### src/sv/vt4_pkg.sv
// Package: types, constants and register indexes for the vertex transform
package vt4_pkg;
   localparam int NUM_REGS = 8;
   localparam int REG_IDX_W = 3;
   localparam int CSR_IDX_W = 4;
   localparam int QUEUE_DEPTH = 4;
   localparam logic [31:0] ONE_Q = 32'h0001_0000;
   localparam int DIV_STAGES = 48;

   typedef enum logic [1:0] {
      ACT_HOMOG = 2'd0,
      ACT_DIR   = 2'd1,
      ACT_POINT = 2'd2,
      ACT_SPARE = 2'd3
   } action_type;

   typedef struct packed {
      logic [1:0]         action;
      logic signed [31:0] in_x;
      logic signed [31:0] in_y;
      logic signed [31:0] in_z;
      logic signed [31:0] in_w;
   } req_type;

   typedef struct packed {
      logic signed [31:0] out_x;
      logic signed [31:0] out_y;
      logic signed [31:0] out_z;
      logic signed [31:0] out_w;
      logic               saturated;
      logic               divide_by_zero;
   } rsp_type;

   // classified item as queued between front and back
   typedef struct packed {
      logic               dir;    // direction: 3x3, w forced 0
      logic               point;  // divide by w
      logic signed [31:0] v0;
      logic signed [31:0] v1;
      logic signed [31:0] v2;
      logic signed [31:0] v3;
   } item_type;

   localparam logic [63:0] REG_RESET [NUM_REGS] = '{
      64'd65536, 64'd0, 64'd281474976710656, 64'd0,
      64'd0, 64'd65536, 64'd0, 64'd281474976710656
   };
endpackage

### src/sv/vt4_front.sv
// Front end: accepts requests, classifies the action, fills the item queue
module vt4_front #(
   parameter int DEPTH = vt4_pkg::QUEUE_DEPTH
) (
   input  logic               clock,
   input  logic               reset,
   input  logic               start,
   output logic               busy,
   input  vt4_pkg::req_type   req_data,
   output logic               item_valid,
   input  logic               item_take,
   output vt4_pkg::item_type  item
);
   localparam int PW = (DEPTH > 1) ? $clog2(DEPTH) : 1;
   vt4_pkg::item_type mem_ff [DEPTH];
   logic [PW-1:0] wr_ff, wr_in, rd_ff, rd_in;
   logic [PW:0]   cnt_ff, cnt_in;
   logic push, pop;
   vt4_pkg::item_type cls;

   always_comb begin
      cls.dir   = (req_data.action == vt4_pkg::ACT_DIR);
      cls.point = (req_data.action == vt4_pkg::ACT_POINT);
      cls.v0 = req_data.in_x;
      cls.v1 = req_data.in_y;
      cls.v2 = cls.dir ? 32'sd0 : req_data.in_z;
      cls.v3 = cls.point ? $signed(vt4_pkg::ONE_Q)
             : (cls.dir ? 32'sd0 : req_data.in_w);
      if (cls.dir) cls.v2 = req_data.in_z;
   end

   assign busy = (cnt_ff == (PW+1)'(DEPTH)) && !item_take;
   assign push = start && !busy;
   assign pop  = item_valid && item_take;
   assign item_valid = (cnt_ff != '0);
   assign item = mem_ff[rd_ff];

   function automatic logic [PW-1:0] nxt(input logic [PW-1:0] p);
      return (p == PW'(DEPTH-1)) ? '0 : p + 1'b1;
   endfunction

   always_comb begin
      wr_in = push ? nxt(wr_ff) : wr_ff;
      rd_in = pop ? nxt(rd_ff) : rd_ff;
      cnt_in = cnt_ff + (PW+1)'(push) - (PW+1)'(pop);
   end

   always_ff @(posedge clock) begin
      if (reset) begin
         wr_ff <= '0; rd_ff <= '0; cnt_ff <= '0;
      end else begin
         wr_ff <= wr_in; rd_ff <= rd_in; cnt_ff <= cnt_in;
      end
      if (push) mem_ff[wr_ff] <= cls;
   end
endmodule

### config.mk
export PLATFORM = sky130hd
export DESIGN_NAME = vt4_front
export DESIGN_NICKNAME = d
export VERILOG_FILES = /design/src/sv/vt4_pkg.sv /design/src/sv/vt4_front.sv
export SDC_FILE = /design/constraint.sdc
export NUM_CORES = 1
export LEC_CHECK = 0
export ABC_AREA = 1
export BUFFER_PORTS_ARGS = -buffer_cell sky130_fd_sc_hd__buf_2
export CAP_MARGIN = 20
export CORE_MARGIN = 4
export CORE_UTILIZATION = 35
export DETAILED_ROUTE_END_ITERATION = 10
export GPL_ROUTABILITY_DRIVEN = 0
export MAX_ROUTING_LAYER = met4
export PLACE_DENSITY = 0.56
export SKIP_LAST_GASP = 1
export SLEW_MARGIN = 30
export SYNTH_ARGS = -nofsm -noshare
export SYNTH_HDL_FRONTEND = slang
export SYNTH_SLANG_ARGS = --single-unit
### constraint.sdc
create_clock -name clock -period 23.5 [get_ports clock]
set_input_delay 4.7 -clock clock [delete_from_list [all_inputs] [get_ports clock]]
set_output_delay 4.7 -clock clock [all_outputs]
set_load 0.02 [all_outputs]
Word-level counts from Yosys, hierarchy flattened --
Memory sizes are Yosys's and may differ from the RTL's. A register that Yosys moved wholly into a read port is not among the register bits. Cells that the tools add are included.
Storage, ports and cells: register bits 7, RAM bits 520, input port bits 134, output and inout bits 132, memories kept 1
Memory list:
- mem_ff | depth 4, bits a word 130, read ports 1, clocked after memory_dff 1, write ports 1, RTL line vt4_front.sv:15 | vt4_pkg::item_type mem_ff [DEPTH];
Cells by class: add/subtract/negate cells 4, eq/ne operators 5, mux-type cells 8, reduce and logical (&&, ||, !) cells 6
Operators by type and width (number):
- 2-to-1 mux 32 bit | 2
- 2-to-1 mux 2 bit | 4
- == test 2 bit (second input constant) | 3
- adder 2 x 1 -> 2 bit (second input constant) | 2
- adder 3 x 1 -> 3 bit | 1
- == test 3 bit (second input constant) | 1
- logical AND 1 bit | 3
- nonzero test 3 bit | 1
- subtractor 3 x 1 -> 3 bit | 1
- == test 2 x 1 -> 1 bit (second input constant) | 1
- zero test 1 bit | 2
- 2-to-1 mux 1 bit | 2

Longest topological paths before layout --
Gate-level depths: netlist (run 1).
depth after elaboration 6, gate-level depth with buffers 13

Worst setup path after synthesis (run 1) --
No wires, ideal clock.
path type in2reg, from in item_take, to mem mem_ff[0][0] (netlist bit) (enable), setup time 0.621 ns, arrival time 10.409 ns, required time 22.879 ns, path slack 12.470 ns, cell stages on the path 4, buffers on the path 0, cells stage by stage nor2_1 > nand2_1 > nand2_1 > nor2_1
On the way: word-level cells in the longest chain between the ends 6
RTL lines:
- from (decl) | RTL line vt4_front.sv:11 | input logic item_take,
- zero test 1 bit | RTL line vt4_front.sv:32 | assign busy = (cnt_ff == (PW+1)'(DEPTH)) && !item_take;
- logical AND 1 bit | RTL line vt4_front.sv:32
- zero test 1 bit | RTL line vt4_front.sv:33 | assign push = start && !busy;
- logical AND 1 bit | RTL line vt4_front.sv:33
- 2-to-1 mux 1 bit | RTL line vt4_front.sv:54 | if (push) mem_ff[wr_ff] <= cls;
- 2-to-1 mux 1 bit (not written as such) | RTL line vt4_front.sv:54
- to (decl) | RTL line vt4_front.sv:15
Every way passes these cells.

Worst setup path in the final report (run 1) --
from in item_take, to out busy
On the way: word-level cells in the longest chain between the ends 2
RTL lines:
- zero test 1 bit | RTL line vt4_front.sv:32
- logical AND 1 bit | RTL line vt4_front.sv:32
- to (decl) | RTL line vt4_front.sv:8 | output logic busy,
Every way passes these cells.

==> results of run 1 <==
-- worst paths after layout --
kind | cells past startpoint | endpoint | start
max | 5 | busy | item_take
min | 2 | flip-flop | rd_ff[1]$_SDFFE_PP0N_
max reg2reg | 5 | mem_ff[2][106]$_DFFE_PP_ | cnt_ff[1]$_SDFF_PP0_
min reg2reg | 2 | flip-flop | rd_ff[1]$_SDFFE_PP0N_
-- layer usage --
layer  vias to the layer above  wire length, um  GRT usage [%]
met3                        54             3150           4.17
met2                       297            22800           25.1
met1                      6089            20100           19.3
li1                       5747                -              -
met4                         0              839           3.45
met5                         -                0              -
-- Yosys cell counts, drive strengths merged --
library cell and count:
nor2 313, clkbuf 47, nand3 3, nand3b 1
fa 1, or2 1, nand2 42, o22ai 130
dfxtp 9, edfxtp 520, ha 7, o21ai 260
a21oi 2, inv 19, a21boi 1, buf 44
-- layout make-up --
class                      instances  area [um2]
sequential                       529       15800
tap                              756         946
timing repair buffer             283        1550
antenna                            7        17.5
clock inverter                    38         304
fill                            5240       32900
clock buffer                      64        1410
inverter                          19        90.1
multi-input combinational        761        3630
-- power groups by stage --
stage                     Sequential (uW)  Clock [uW]  Combinational, uW
after detailed placement             1180           0                726
after global placement               1180           0                716
after CTS                            1160         853                728
final                                1160         827                715
after floorplan                      1170           0                493
after global routing                 1160         896                788
-- cells by family after synthesis --
kind of cell | Yosys count | share of synthesized area, %
AND/OR/NAND/NOR | 360 | 6.79
buffers and inverters | 110 | 3.31
adder cells (fa/ha/maj) | 8 | 0.536
AO/OA/AOI/OAI | 393 | 10.6
flip-flops | 529 | 78.7
-- tightest hold or removal path: stages (launching register included) --
cell                      delay (ns)
sky130_fd_sc_hd__dfxtp_1        0.31
sky130_fd_sc_hd__nor2_1         0.10
sky130_fd_sc_hd__nor2_1         0.07
-- stage by stage --
stage	instance area, um2	instances
floorplan	20100	1400
global placement	21900	2344
detailed placement	22000	2346
CTS	23700	2448
global route	23800	2456
finish	23800	2457
-- sequential cells by signal (all words and copies together), names as in the netlist, named ones only --
name and count:
cnt_ff 3, rd_ff 2, mem_ff 520, wr_ff 2
==> impl.org, run 1 <==
** Run status
- Status :: finished clean

** Clock tree
- Clock-pin slew on the worst setup and hold paths :: about 0.060 ns
- Worst-Skew Late Latency :: ~0.6 ns
- Number of clock buffers inserted by TritonCTS :: 55
- Bufs on Longest Clock Path :: 3
- Clk sinks :: around 530
- TritonCTS built the clock tree.
- Clock tree root driver cell :: sky130_fd_sc_hd__clkbuf_16
- The clock tree synthesis step divided the H-tree into 2 levels.
- After clock tree synthesis, the repair step resized 0 gates.
- Cts-stage hold buffer count :: 0
- Post-CTS timing repair inserted 0 buffers for setup.

** Setup path
- For this run, the slowest stage of the critical path takes 0.15 ns.
- Kind of end point of the critical path :: output pin
- Critical-path top delay cell :: sky130_fd_sc_hd__buf_2
- Walking the worst path, the cells encountered are buf_2 > nor2_1 > nand2_1 > inv_1 > buf_2.
- In this run the worst path has a maximum fanout of 6.
- The most numerous cell type found on the critical path is sky130_fd_sc_hd__buf_2.
- Worst Setup Path Type :: input pin to output pin
- Together, buffers and inverters on the worst path number 3.
- STA puts the critical path data required time at 18.80 ns.
- Launching element type of the critical path :: input pin
- Arrival time reported for the critical path endpoint :: between 5 and 6 ns
- Cell type group with the largest total delay on the critical path :: buffers and inverters
- Register-to-register setup slack :: 20.57 ns

** Job
- Max-cap violations in this run came to 0.

** Routing
- Total Routed Length :: ~47000 um
- Wirelength per Cell :: 19.1 um
- Count of vias placed by the detailed router :: roughly 12000
- In this run the remaining antenna-violating nets after routing total 0.
- Number of optimization iterations in the first detailed-route pass :: 5
- After detailed routing, the number of remaining DRC violations is 0.
- After detailed routing, the number of vias per cell comes to 4.96.
- DRC marker count from the first detailed-route iteration :: 730

** Power
- Switching power :: 900 uW
- Total power after layout :: ~2700 uW
- IR analysis of the VDD net gives a maximum drop of just under 60 uV.
- Power share of the combinational group :: between 20% and 30%
- Part of the total power dissipated in sequential elements :: between 40% and 50%
- Clock share of power :: between 30 and 40%
- Cell area power density :: between 100 and 150 mW/mm2
- Share of total power consumed by net switching :: between 30% and 40%
- Leakage power :: around 0.0083 uW
- The internal power of the cells totals roughly 1800 uW.

** Cells and area
- In the final layout, the share of cells above drive strength 1 is between 20 and 25%.
- Final Util :: between 40% and 50%
- The library cell used most frequently in the layout, excluding fill and tap cells, is sky130_fd_sc_hd__edfxtp_1.
- Leaving out fill and tap cells, the most frequent cells in the layout are 520 x sky130_fd_sc_hd__edfxtp_1, 308 x sky130_fd_sc_hd__nor2_1, 265 x sky130_fd_sc_hd__buf_2.
- Area Growth Syn to Fin :: 18.4%
- Count of nets after finishing :: between 1500 and 2000

** Yosys
- Instance count of the mapped netlist :: 1400
- Post-synthesis sequential area ratio :: about 79%
- In this run the biggest area consumer among cell types represents just under 80% of the synthesized area.
- Mean instance size in the synthesized netlist :: about 14 um2
- Yosys Warn Count :: 0
- Mapped Nets :: about 1500
- The mapped netlist covers 0.0201 mm2.
- In this run, synthesis produced a sequential element count of 529.
- Count of cell types in the netlist :: 25
- Cell taking the most area after synthesis :: sky130_fd_sc_hd__edfxtp_1
- Dominant cells by area after synthesis :: sky130_fd_sc_hd__edfxtp_1 78%, sky130_fd_sc_hd__nor2_1 5.9%, sky130_fd_sc_hd__o21ai_0 4.7%

** GRT
- Across every metal layer, demand over resource in global routing totals 15.4%.
- Entering global routing, the biggest net connects between 200 and 300 pins.
- Initial antenna violation count :: 6
- Via count of the first global-routing pass :: around 12000
- The first global-routing pass estimated between 70000 and 80000 um of wire.
- Remaining global-route overflow :: 0

** Timing
- Transition time at the pin with the least slew margin :: about 0.96 ns
- Setup violations remaining at the end of the flow were counted as 0.
- Final period util :: a little over two fifths
- Worst clock skew :: around 0.012 ns
- Final WS setup :: roughly 14 ns
- Count of final max-slew check failures :: 0
- Measured against its own limit, the worst slew margin works out to a little over a third.
- Final worst hold slack :: 0.524 ns
- Setup total negative slack on the finished layout was measured at 0 ns.
- The total count of hold-check failures in the final report is 0.
- Counting I/O delays and the setup requirement, the final critical path takes roughly 10 ns.
- Highest attainable clock frequency :: approximately 0.10 GHz
- Setup repair after global routing missed its margin :: false

** Die
- Width of the die :: around 250 um
- ~270 I/O pins were placed.
- Core Footprint :: between 0.05 and 0.06 mm2
- Y dimension of the die :: 247 um
- The initialized floorplan defines 87 standard-cell rows.
- Initial core utilization :: 35.4%
- The floorplan step defined a die boundary enclosing slightly above 0.06 mm2.

** Placement
- Port buffering added 265 buffers.
- OpenSTA, run right after detailed placement, puts the worst setup slack at about 14 ns.
- Detailed placement finished with a half-perimeter wire length of between 20000 and 25000 um.

** Worst hold path
- Worst hold path class :: flip-flop to flip-flop
Power figures use the tool's default switching activity.
==> run 2: changes to the inputs <==
==> constraint.sdc (replaced) <==
create_clock -name clock -period 9.3 [get_ports clock]
set_input_delay 1.86 -clock clock [delete_from_list [all_inputs] [get_ports clock]]
set_output_delay 1.86 -clock clock [all_outputs]
set_load 0.02 [all_outputs]
==> run 2 against run 1 <==
Effect of this change:
- flip-flop and latch count unchanged
- die area is the same
- cell count about the same
- critical endpoint is now item[108]
- largest cell class unchanged
==> impl.org, run 2 (same netlist as run 1, synthesis figures left out) <==
** Cells and area
- Leaving out fill and tap cells, the most frequent cell in the layout is sky130_fd_sc_hd__edfxtp_1.
- Number of cells in the finished layout apart from fillers :: 2455 (-0.081%)
- Layout cell share with drive strength beyond 1 :: 21.4% (-0.58 points)
- The register area came to 0.0158 mm2 (unchanged).
- Total area of multi-input combinational cells :: 0.00363 mm2 (unchanged)
- The library cells used most frequently in the layout, excluding fill and tap cells, are 520 x sky130_fd_sc_hd__edfxtp_1, 308 x sky130_fd_sc_hd__nor2_1, 265 x sky130_fd_sc_hd__buf_2.
- The count of filler cells inserted in the layout came to 5206 (-0.65%).
- Counting flops per register, the top entry is mem_ff.
- Final Util :: 42.0% (about the same)
- The total number of nets in the final design is 1789 (-0.11%).
- Area Growth Syn to Fin :: 18.4% (about the same)
- The largest registers in the layout are mem_ff: 520 flops, cnt_ff: 3 flops.
- The number of flip-flops under the largest register name was 520 (unchanged).

** Power
- Part of the total power dissipated in sequential elements :: 42.5% (-0.4 points)
- Internal power consumption :: 4580 uW (+150%)
- Cell area power density :: 289 mW/mm2 (+150%)
- The net switching share of the total power is 33.3% (-0.057 points).
- The combinational share of power was 26.6% (about the same).
- Leakage power :: 0.00831 uW (about the same)
- The share of power burned in the clock network was 30.8% (+0.2 points).
- The switching power of the nets is 2290 uW (+150%).
- Total power after layout :: 6870 uW (+150%)
- IR Drop Worst-Case VDD :: 139 uV (+140%)

** Clock tree
- Total setup buffers inserted after CTS :: 0 (unchanged)
- Number of clock buffers inserted by TritonCTS :: 57 (+3.6%)
- Number of gates given a new drive strength after cts :: 0 (unchanged)
- H-Tree Depth :: 2 (unchanged)
- TritonCTS clock tree :: yes
- The number of buffers on the longest clock path is 3 (unchanged).
- The source-to-sink clock delay at the later pin of the worst-skew pair was 0.59 ns (about the same).
- Clock tree root driver cell :: sky130_fd_sc_hd__clkbuf_16
- Clk sinks :: 529 (unchanged)
- Clock-pin slew on the worst setup and hold paths :: 0.06 ns (about the same)
- Cts-stage hold buffer count :: 0 (unchanged)

** GRT
- The global route total overflow came to 0 (unchanged).
- Met2 track utilization from global routing :: 25.2% (about the same)
- The met3 capacity usage during global routing was 3.40% (-0.77 points).
- The initial antenna violation count came to 5 (-1).
- Most heavily used metal layer in global routing :: met2
- The pin count of the biggest net entering global routing came to 261 (unchanged).
- The number of global-route vias before repair is 12100 (+1.6%).
- The overall global routing resource usage was 15.5% (+0.12 points).
- The wire length of the first global-routing pass is 71600 um (+0.99%).
- The met1 usage was 20.3% (+0.95 points).

** Setup path
- STA classifies the critical path endpoint as an output pin.
- The highest fanout seen on the critical path is 85 (+79).
- Register-to-register setup slack :: 6.27 ns (-14.30 ns)
- The critical path is of the flip-flop to output pin type.
- Data required, critical path :: 7.44 ns (-11.36 ns)
- The arrival time reported for the critical path endpoint was 3.38 ns (-1.90 ns).
- STA classifies the critical path startpoint as a flip-flop.

** Routing
- The final wirelength came to 47600 um (+1.5%).
- Number of optimization iterations in the first detailed-route pass :: 4 (-1)
- The first-iteration detailed-routing DRC count was 611 (-16%).
- The mean routed wirelength per cell was 19.4 um (+1.6%).
- The antenna violation net count after detailed routing is 0 (unchanged).
- Post-detailed-route DRC marker count :: 0 (unchanged)
- The detail-routed via count per cell was 4.92 (-0.72%).
- Count of vias placed by the detailed router :: 12100 (-0.80%)

** Timing
- Count of final max-slew check failures :: 0 (unchanged)
- Final WS setup :: 4.06 ns (-9.45 ns)
- The smallest clock period supported by the final layout is computed as 5.24 ns.
- The slew of the pin with the lowest slew margin was 0.940 ns (-0.0236 ns).
- Highest attainable clock frequency :: ~0.19 GHz
- Worst clock skew :: 0.0126 ns (+0.000169 ns)
- Number of hold violations in the final report :: 0 (unchanged)
- Final period util :: 56.3%
- The worst slew margin relative to its limit is 37.3% (+1.6 points).
- Setup repair after global routing left no endpoint under its margin.
- The setup total negative slack was 0 ns (unchanged).
- The total of endpoints with negative setup slack in the final report is 0 (unchanged).

** Job
- The number of maximum-capacitance violations is 0 (unchanged).

** Die
- The vertical extent of the die came to 247 um (unchanged).
- The row count came to 87 (unchanged).
- The die outline width was 247 um (unchanged).
- The effective utilization at floorplan is 35.4% (unchanged).
- Core Footprint :: 0.0566 mm2 (unchanged)
- The area of the die is 0.0612 mm2 (unchanged).
- The top-level I/O count is 266 (unchanged).

** Worst hold path
- The tightest min-delay check is of the flip-flop to flip-flop type.

** Placement
- The worst-case setup slack after placement is 4.62 ns (-8.89 ns).
- The half-perimeter wire length after detailed placement came to 25100 um (+2.1%).
- Number of I/O port buffers :: 265 (unchanged)
- The count of placed standard cells including taps is 2342 (-0.17%).

** Run status
- Status :: finished clean
==> run 2: worst max-delay path, cell delays in order, from the launching register on <==
cell and delay [ns]:
sky130_fd_sc_hd__dfxtp_4 0.54, sky130_fd_sc_hd__buf_4 0.62, sky130_fd_sc_hd__buf_4 0.77, sky130_fd_sc_hd__o21ai_0 0.20, sky130_fd_sc_hd__o22ai_1 0.30, sky130_fd_sc_hd__buf_2 0.22
==> run 2: layout make-up <==
| type | instances | area share, % |
|---|---|---|
| well taps | 756 | 3.98 |
| clock inverters | 29 | 1.00 |
| inverters | 19 | 0.379 |
| flip-flops and latches | 529 | 66.5 |
| repair buffers | 279 | 6.35 |
| multi-input cells | 761 | 15.3 |
| diodes | 6 | 0.0632 |
| clock buffers | 76 | 6.39 |
==> run 2: routing by layer <==
metal | wire, um | vias to the layer above
met5 | 0 | -
met4 | 728 | 0
met3 | 2660 | 56
met2 | 23300 | 265
met1 | 20900 | 6038
li1 | - | 5730
==> run 2: power by group through the flow <==
stage                     Sequential [uW]  Clock (uW)  Combinational, uW
after detailed placement             2970           0               1850
after CTS                            2930        2190               1850
after global placement               2970           0               1830
after floorplan                      2960           0               1250
after global routing                 2940        2290               2010
final                                2920        2120               1830
==> run 2: stage by stage <==
stage	hold WS, ns	cell area (um2)
floorplan	0.479	20100
global placement	0.486	21900
detailed placement	0.490	21900
CTS	0.499	23700
global route	0.534	23800
finish	0.500	23800
==> run 2: path summary, 6_finish.rpt <==
check	start	endpoint	cells past startpoint
min reg2reg	rd_ff[1]$_SDFFE_PP0N_	flip-flop	2
min	rd_ff[1]$_SDFFE_PP0N_	flip-flop	2
max reg2reg	cnt_ff[1]$_SDFF_PP0_	mem_ff[1][105]$_DFFE_PP_	5
max	flip-flop	item[108]	5
==> run 3: changes to the inputs <==
--- a/config.mk
+++ b/config.mk
@@ -5,7 +5,7 @@
 export SDC_FILE = /design/constraint.sdc
 export NUM_CORES = 1
 export LEC_CHECK = 0
-export ABC_AREA = 1
+export ABC_AREA = 0
 export BUFFER_PORTS_ARGS = -buffer_cell sky130_fd_sc_hd__buf_2
 export CAP_MARGIN = 20
 export CORE_MARGIN = 4
@@ -13,7 +13,7 @@
 export DETAILED_ROUTE_END_ITERATION = 10
 export GPL_ROUTABILITY_DRIVEN = 0
 export MAX_ROUTING_LAYER = met4
-export PLACE_DENSITY = 0.56
+export PLACE_DENSITY = 0.58
 export SKIP_LAST_GASP = 1
 export SLEW_MARGIN = 30
 export SYNTH_ARGS = -nofsm -noshare
==> constraint.sdc (replaced) <==
create_clock -name clock -period 4.43 [get_ports clock]
set_input_delay 0.886 -clock clock [delete_from_list [all_inputs] [get_ports clock]]
set_output_delay 0.886 -clock clock [all_outputs]
set_load 0.02 [all_outputs]
==> run 3 against run 2 <==
Effect of this change:
- routed wire length is 17% lower
- worst setup slack worse by 3.0 ns
- flip-flop and latch count stayed put
- non-clock buffer count is 11 higher
- largest power group unchanged
- highest routed layer unchanged
==> impl.org, run 3 <==
** Die
- Die Footprint :: 0.0593 mm2 (-3.1%)
- Total number of placement rows :: 86 (-1.1%)
- The top-level I/O count came to 266 (unchanged).
- The die outline width was 244 um (-1.6%).
- The vertical extent of the die was 244 um (-1.6%).
- The core area was 0.0550 mm2 (-2.9%).
- Initial core utilization :: 35.3% (-0.12 points)

** Routing
- Total Routed Length :: 39600 um (-17%)
- The mean routed wirelength per cell is 21.1 um (+9.0%).
- The first-pass detailed-route iteration total came to 4 (unchanged).
- The total vias in the final route was 8963 (-26%).
- Post-detailed-route DRC marker count :: 0 (unchanged)
- The antenna violation net count after detailed routing came to 0 (unchanged).
- DRC marker count from the first detailed-route iteration :: 526 (-14%)
- The detail-routed via count per cell was 4.78 (-2.9%).

** Setup path
- Worst Setup Path Type :: flip-flop to output pin
- Arrival time reported for the critical path endpoint :: 2.48 ns (-0.90 ns)
- Depth of the worst register-to-register path :: 11 (+6)
- Chain of cells forming the critical path :: buf_12 > mux4_2 > buf_2
- Register-to-register setup slack :: 1.75 ns (-4.52 ns)
- Data required, critical path :: 3.54 ns (-3.90 ns)
- Kind of end point of the critical path :: output pin
- The slowest stage of the critical path belongs to the cell sky130_fd_sc_hd__dfxtp_4.
- The highest fanout seen on the critical path is 43 (-49%).
- Destination of the worst register-to-register timing path :: cnt_ff[2]$_SDFF_PP0_
- Reg-to-reg critical path startpoint :: cnt_ff[1]$_SDFF_PP0_
- Crit path largest cell delay :: 0.65 ns (-0.12 ns)
- STA classifies the critical path startpoint as a flip-flop.

** Clock tree
- The clock-pin transition on the worst setup and hold timing paths is 0.05 ns (about the same).
- The source-to-sink clock delay at the later pin of the worst-skew pair is 0.58 ns (about the same).
- H-Tree Depth :: 2 (unchanged)
- The total CTS buffers came to 54 (-5.3%).
- The number of buffers added to fix hold violations after cts is 0 (unchanged).
- The buffers inserted during post-CTS setup optimization came to 0 (unchanged).
- Number of gates given a new drive strength after cts :: 0 (unchanged)
- TritonCTS clock tree :: yes
- The number of buffers on the longest clock path came to 3 (unchanged).
- In this run the clock root is driven by a sky130_fd_sc_hd__clkbuf_16.
- The clock net sink count was 529 (unchanged).

** Cells and area
- The total number of nets in the final design came to 1224 (-32%).
- Ranked by flip-flop count, first place goes to mem_ff.
- The largest registers in the layout are mem_ff: 520 flops, cnt_ff: 3 flops.
- The fraction of final layout cells sized beyond drive strength 1 was 44.6% (+23 points).
- The count of filler cells inserted in the layout was 4814 (-7.5%).
- Area Growth Syn to Fin :: 21.0%
- The number of flip-flops under the largest register name is 520 (unchanged).
- Leaving out fill and tap cells, the most frequent cell in the layout is sky130_fd_sc_hd__edfxtp_1.
- Commonest non-fill, non-tap cells in the layout :: 520 x sky130_fd_sc_hd__edfxtp_1, 265 x sky130_fd_sc_hd__buf_2, 130 x sky130_fd_sc_hd__mux4_2
- The final instance count without filler cells was 1875 (-24%).
- The combined area of the multi-input logic cells came to 0.00344 mm2 (-5.3%).
- The register area came to 0.0158 mm2 (unchanged).

** Power
- The power density over cell area was 556 mW/mm2 (+92%).
- IR Drop Worst-Case VDD :: 295 uV (+110%)
- Total power after layout :: 13100 uW (+90%)
- Leakage power :: 0.00782 uW (-5.9%)

** Yosys
- Async SR Flop Fraction :: 0% (unchanged)
- The synthesized cell area came to 0.0194 mm2 (-3.2%).
- By instance count, the leading cell after synthesis is sky130_fd_sc_hd__edfxtp_1.
- Proportion of netlist area held by the largest area contributor :: 80.4% (+2.6 points)
- Yosys Warn Count :: 0 (unchanged)
- Post-synthesis sequential area ratio :: 81.3% (+2.6 points)
- The average instance area after synthesis was 25.2 um2 (+76%).
- The synthesized flop and latch total is 529 (unchanged).
- The count of unique library cells instantiated by Yosys was 27 (+8.0%).
- The count of flip-flops with a built-in enable after synthesis was 520 (unchanged).
- Most frequent cells after synthesis :: 520 x sky130_fd_sc_hd__edfxtp_1, 130 x sky130_fd_sc_hd__mux4_2, 32 x sky130_fd_sc_hd__and2_1
- Sorting the synthesized cells by area gives the leading types as sky130_fd_sc_hd__edfxtp_1 80%, sky130_fd_sc_hd__mux4_2 15%, sky130_fd_sc_hd__and2_1 1.0%.
- The synthesized design spends more area on one cell type than any other, namely sky130_fd_sc_hd__edfxtp_1.
- Synth Flop Type :: sky130_fd_sc_hd__edfxtp_1
- The net count of the mapped netlist is 912 (-41%).
- Instance count of the mapped netlist :: 770 (-45%)

** GRT
- Initial antenna violation count :: 4 (-1)
- Wire length of the first global-routing pass :: 60500 um (-16%)
- Remaining global-route overflow :: 0 (unchanged)
- Via count of the first global-routing pass :: 9735 (-20%)
- The pin count of the biggest net entering global routing was 76 (-71%).
- The overall global routing resource usage came to 13.7% (-1.8 points).

** Timing
- The worst clock skew is 0.0106 ns (-0.00198 ns).
- Transition time at the pin with the least slew margin :: 0.900 ns (-0.0402 ns)
- Timing would allow up to between 0.2 and 0.3 GHz.
- The total count of hold-check failures in the final report was 0 (unchanged).
- The total of endpoints with negative setup slack in the final report was 0 (unchanged).
- Relative max-transition margin :: 40.0% (+2.7 points)
- Subtracting the final worst setup slack from the clock period gives about 3.4 ns.
- The worst hold margin came to 0.490 ns (-0.00988 ns).
- Final period util :: between 70% and 80%
- The max-slew violation total from the final report came to 0 (unchanged).
- The setup total negative slack came to 0 ns (unchanged).
- Setup repair after global routing left no endpoint under its margin.

** Placement
- The number of input and output port buffers inserted was 265 (unchanged).
- The half-perimeter wire length after detailed placement came to 24300 um (-3.4%).
- The count of placed standard cells including taps is 1774 (-24%).

** Run status
- Status :: finished clean

** Job
- Number of violations of the max-capacitance limit :: 0 (unchanged)

** Worst hold path
- Worst hold path class :: flip-flop to flip-flop
- Hold path startpoint :: rd_ff[0]$_SDFFE_PP0N_
- Depth of the worst hold-timing path :: 2 (unchanged)
==> run 3: worst max path at each step <==
| stage | start | end | slack [ns] | cells after the start |
|---|---|---|---|---|
| finish | flip-flop | item[61] | 1.06 | 3 |
| global route | flip-flop | item[61] | 0.88 | 3 |
| CTS | flip-flop | item[34] | 0.97 | 3 |
| detailed placement | item_take | cnt_ff[2]$_SDFF_PP0_ | 1.08 | 12 |
| global placement | item_take | cnt_ff[2]$_SDFF_PP0_ | 1.13 | 12 |
| floorplan | item_take | mem_ff[0][0]$_DFFE_PP_ | 1.23 | 3 |
==> run 3: report_power, final <==
| part | total, uW | switching (uW) | internal, uW | leakage (uW) |
|---|---|---|---|---|
| Combinational | 2820 | 1660 | 1160 | 0.00217 |
| Sequential | 6080 | 128 | 5950 | 0.00487 |
| Clock | 4170 | 1780 | 2390 | 0.000791 |
| Total | 13100 | 3570 | 9500 | 0.00782 |
==> run 3: stage by stage <==
step,util (%),area (um2),setup WS [ns]
6_report,42.7,23500,1.06
5_1_grt,42.7,23500,0.877
4_1_cts,42.7,23500,0.967
3_5_place_dp,39.8,21900,1.08
3_3_place_gp,39.8,21900,1.13
2_1_floorplan,-,19400,1.23
==> run 3: metal layers <==
metal	share of wire [%]	global-route usage [%]
met4	1.7	3.22
met1	44	18.4
met2	48	21.3
met5	0	-
met3	6.0	3.70
==> run 3: cell type report <==
class,count,area share (%)
clock inverter,22,0.586
timing repair buffer,290,7.03
clock buffer,71,6.29
inverter,7,0.112
antenna,8,0.0852
sequential,529,67.3
multi-input combinational,200,14.6
tap,748,3.98
==> run 3: critical path: cells and delay by family, from the launching register on <==
family,cells,cell delay [ns]
multiplexers,1,0.61
buffers and inverters,2,0.54
flip-flops,1,0.65
==> run 3: cells by family (layout without fill, tap and decap cells) <==
group,count (synthesis),after routing,synth area share [%]
and+or+nand+nor,54,54,1.68
other,0,8,0
AOI/OAI and AO/OA,6,6,0.219
adders and majority gates,8,8,0.554
DFF,529,529,81.3
xor gates and xnor gates,1,1,0.0451
buffers and inverters,41,390,1.02
muxes,131,131,15.1
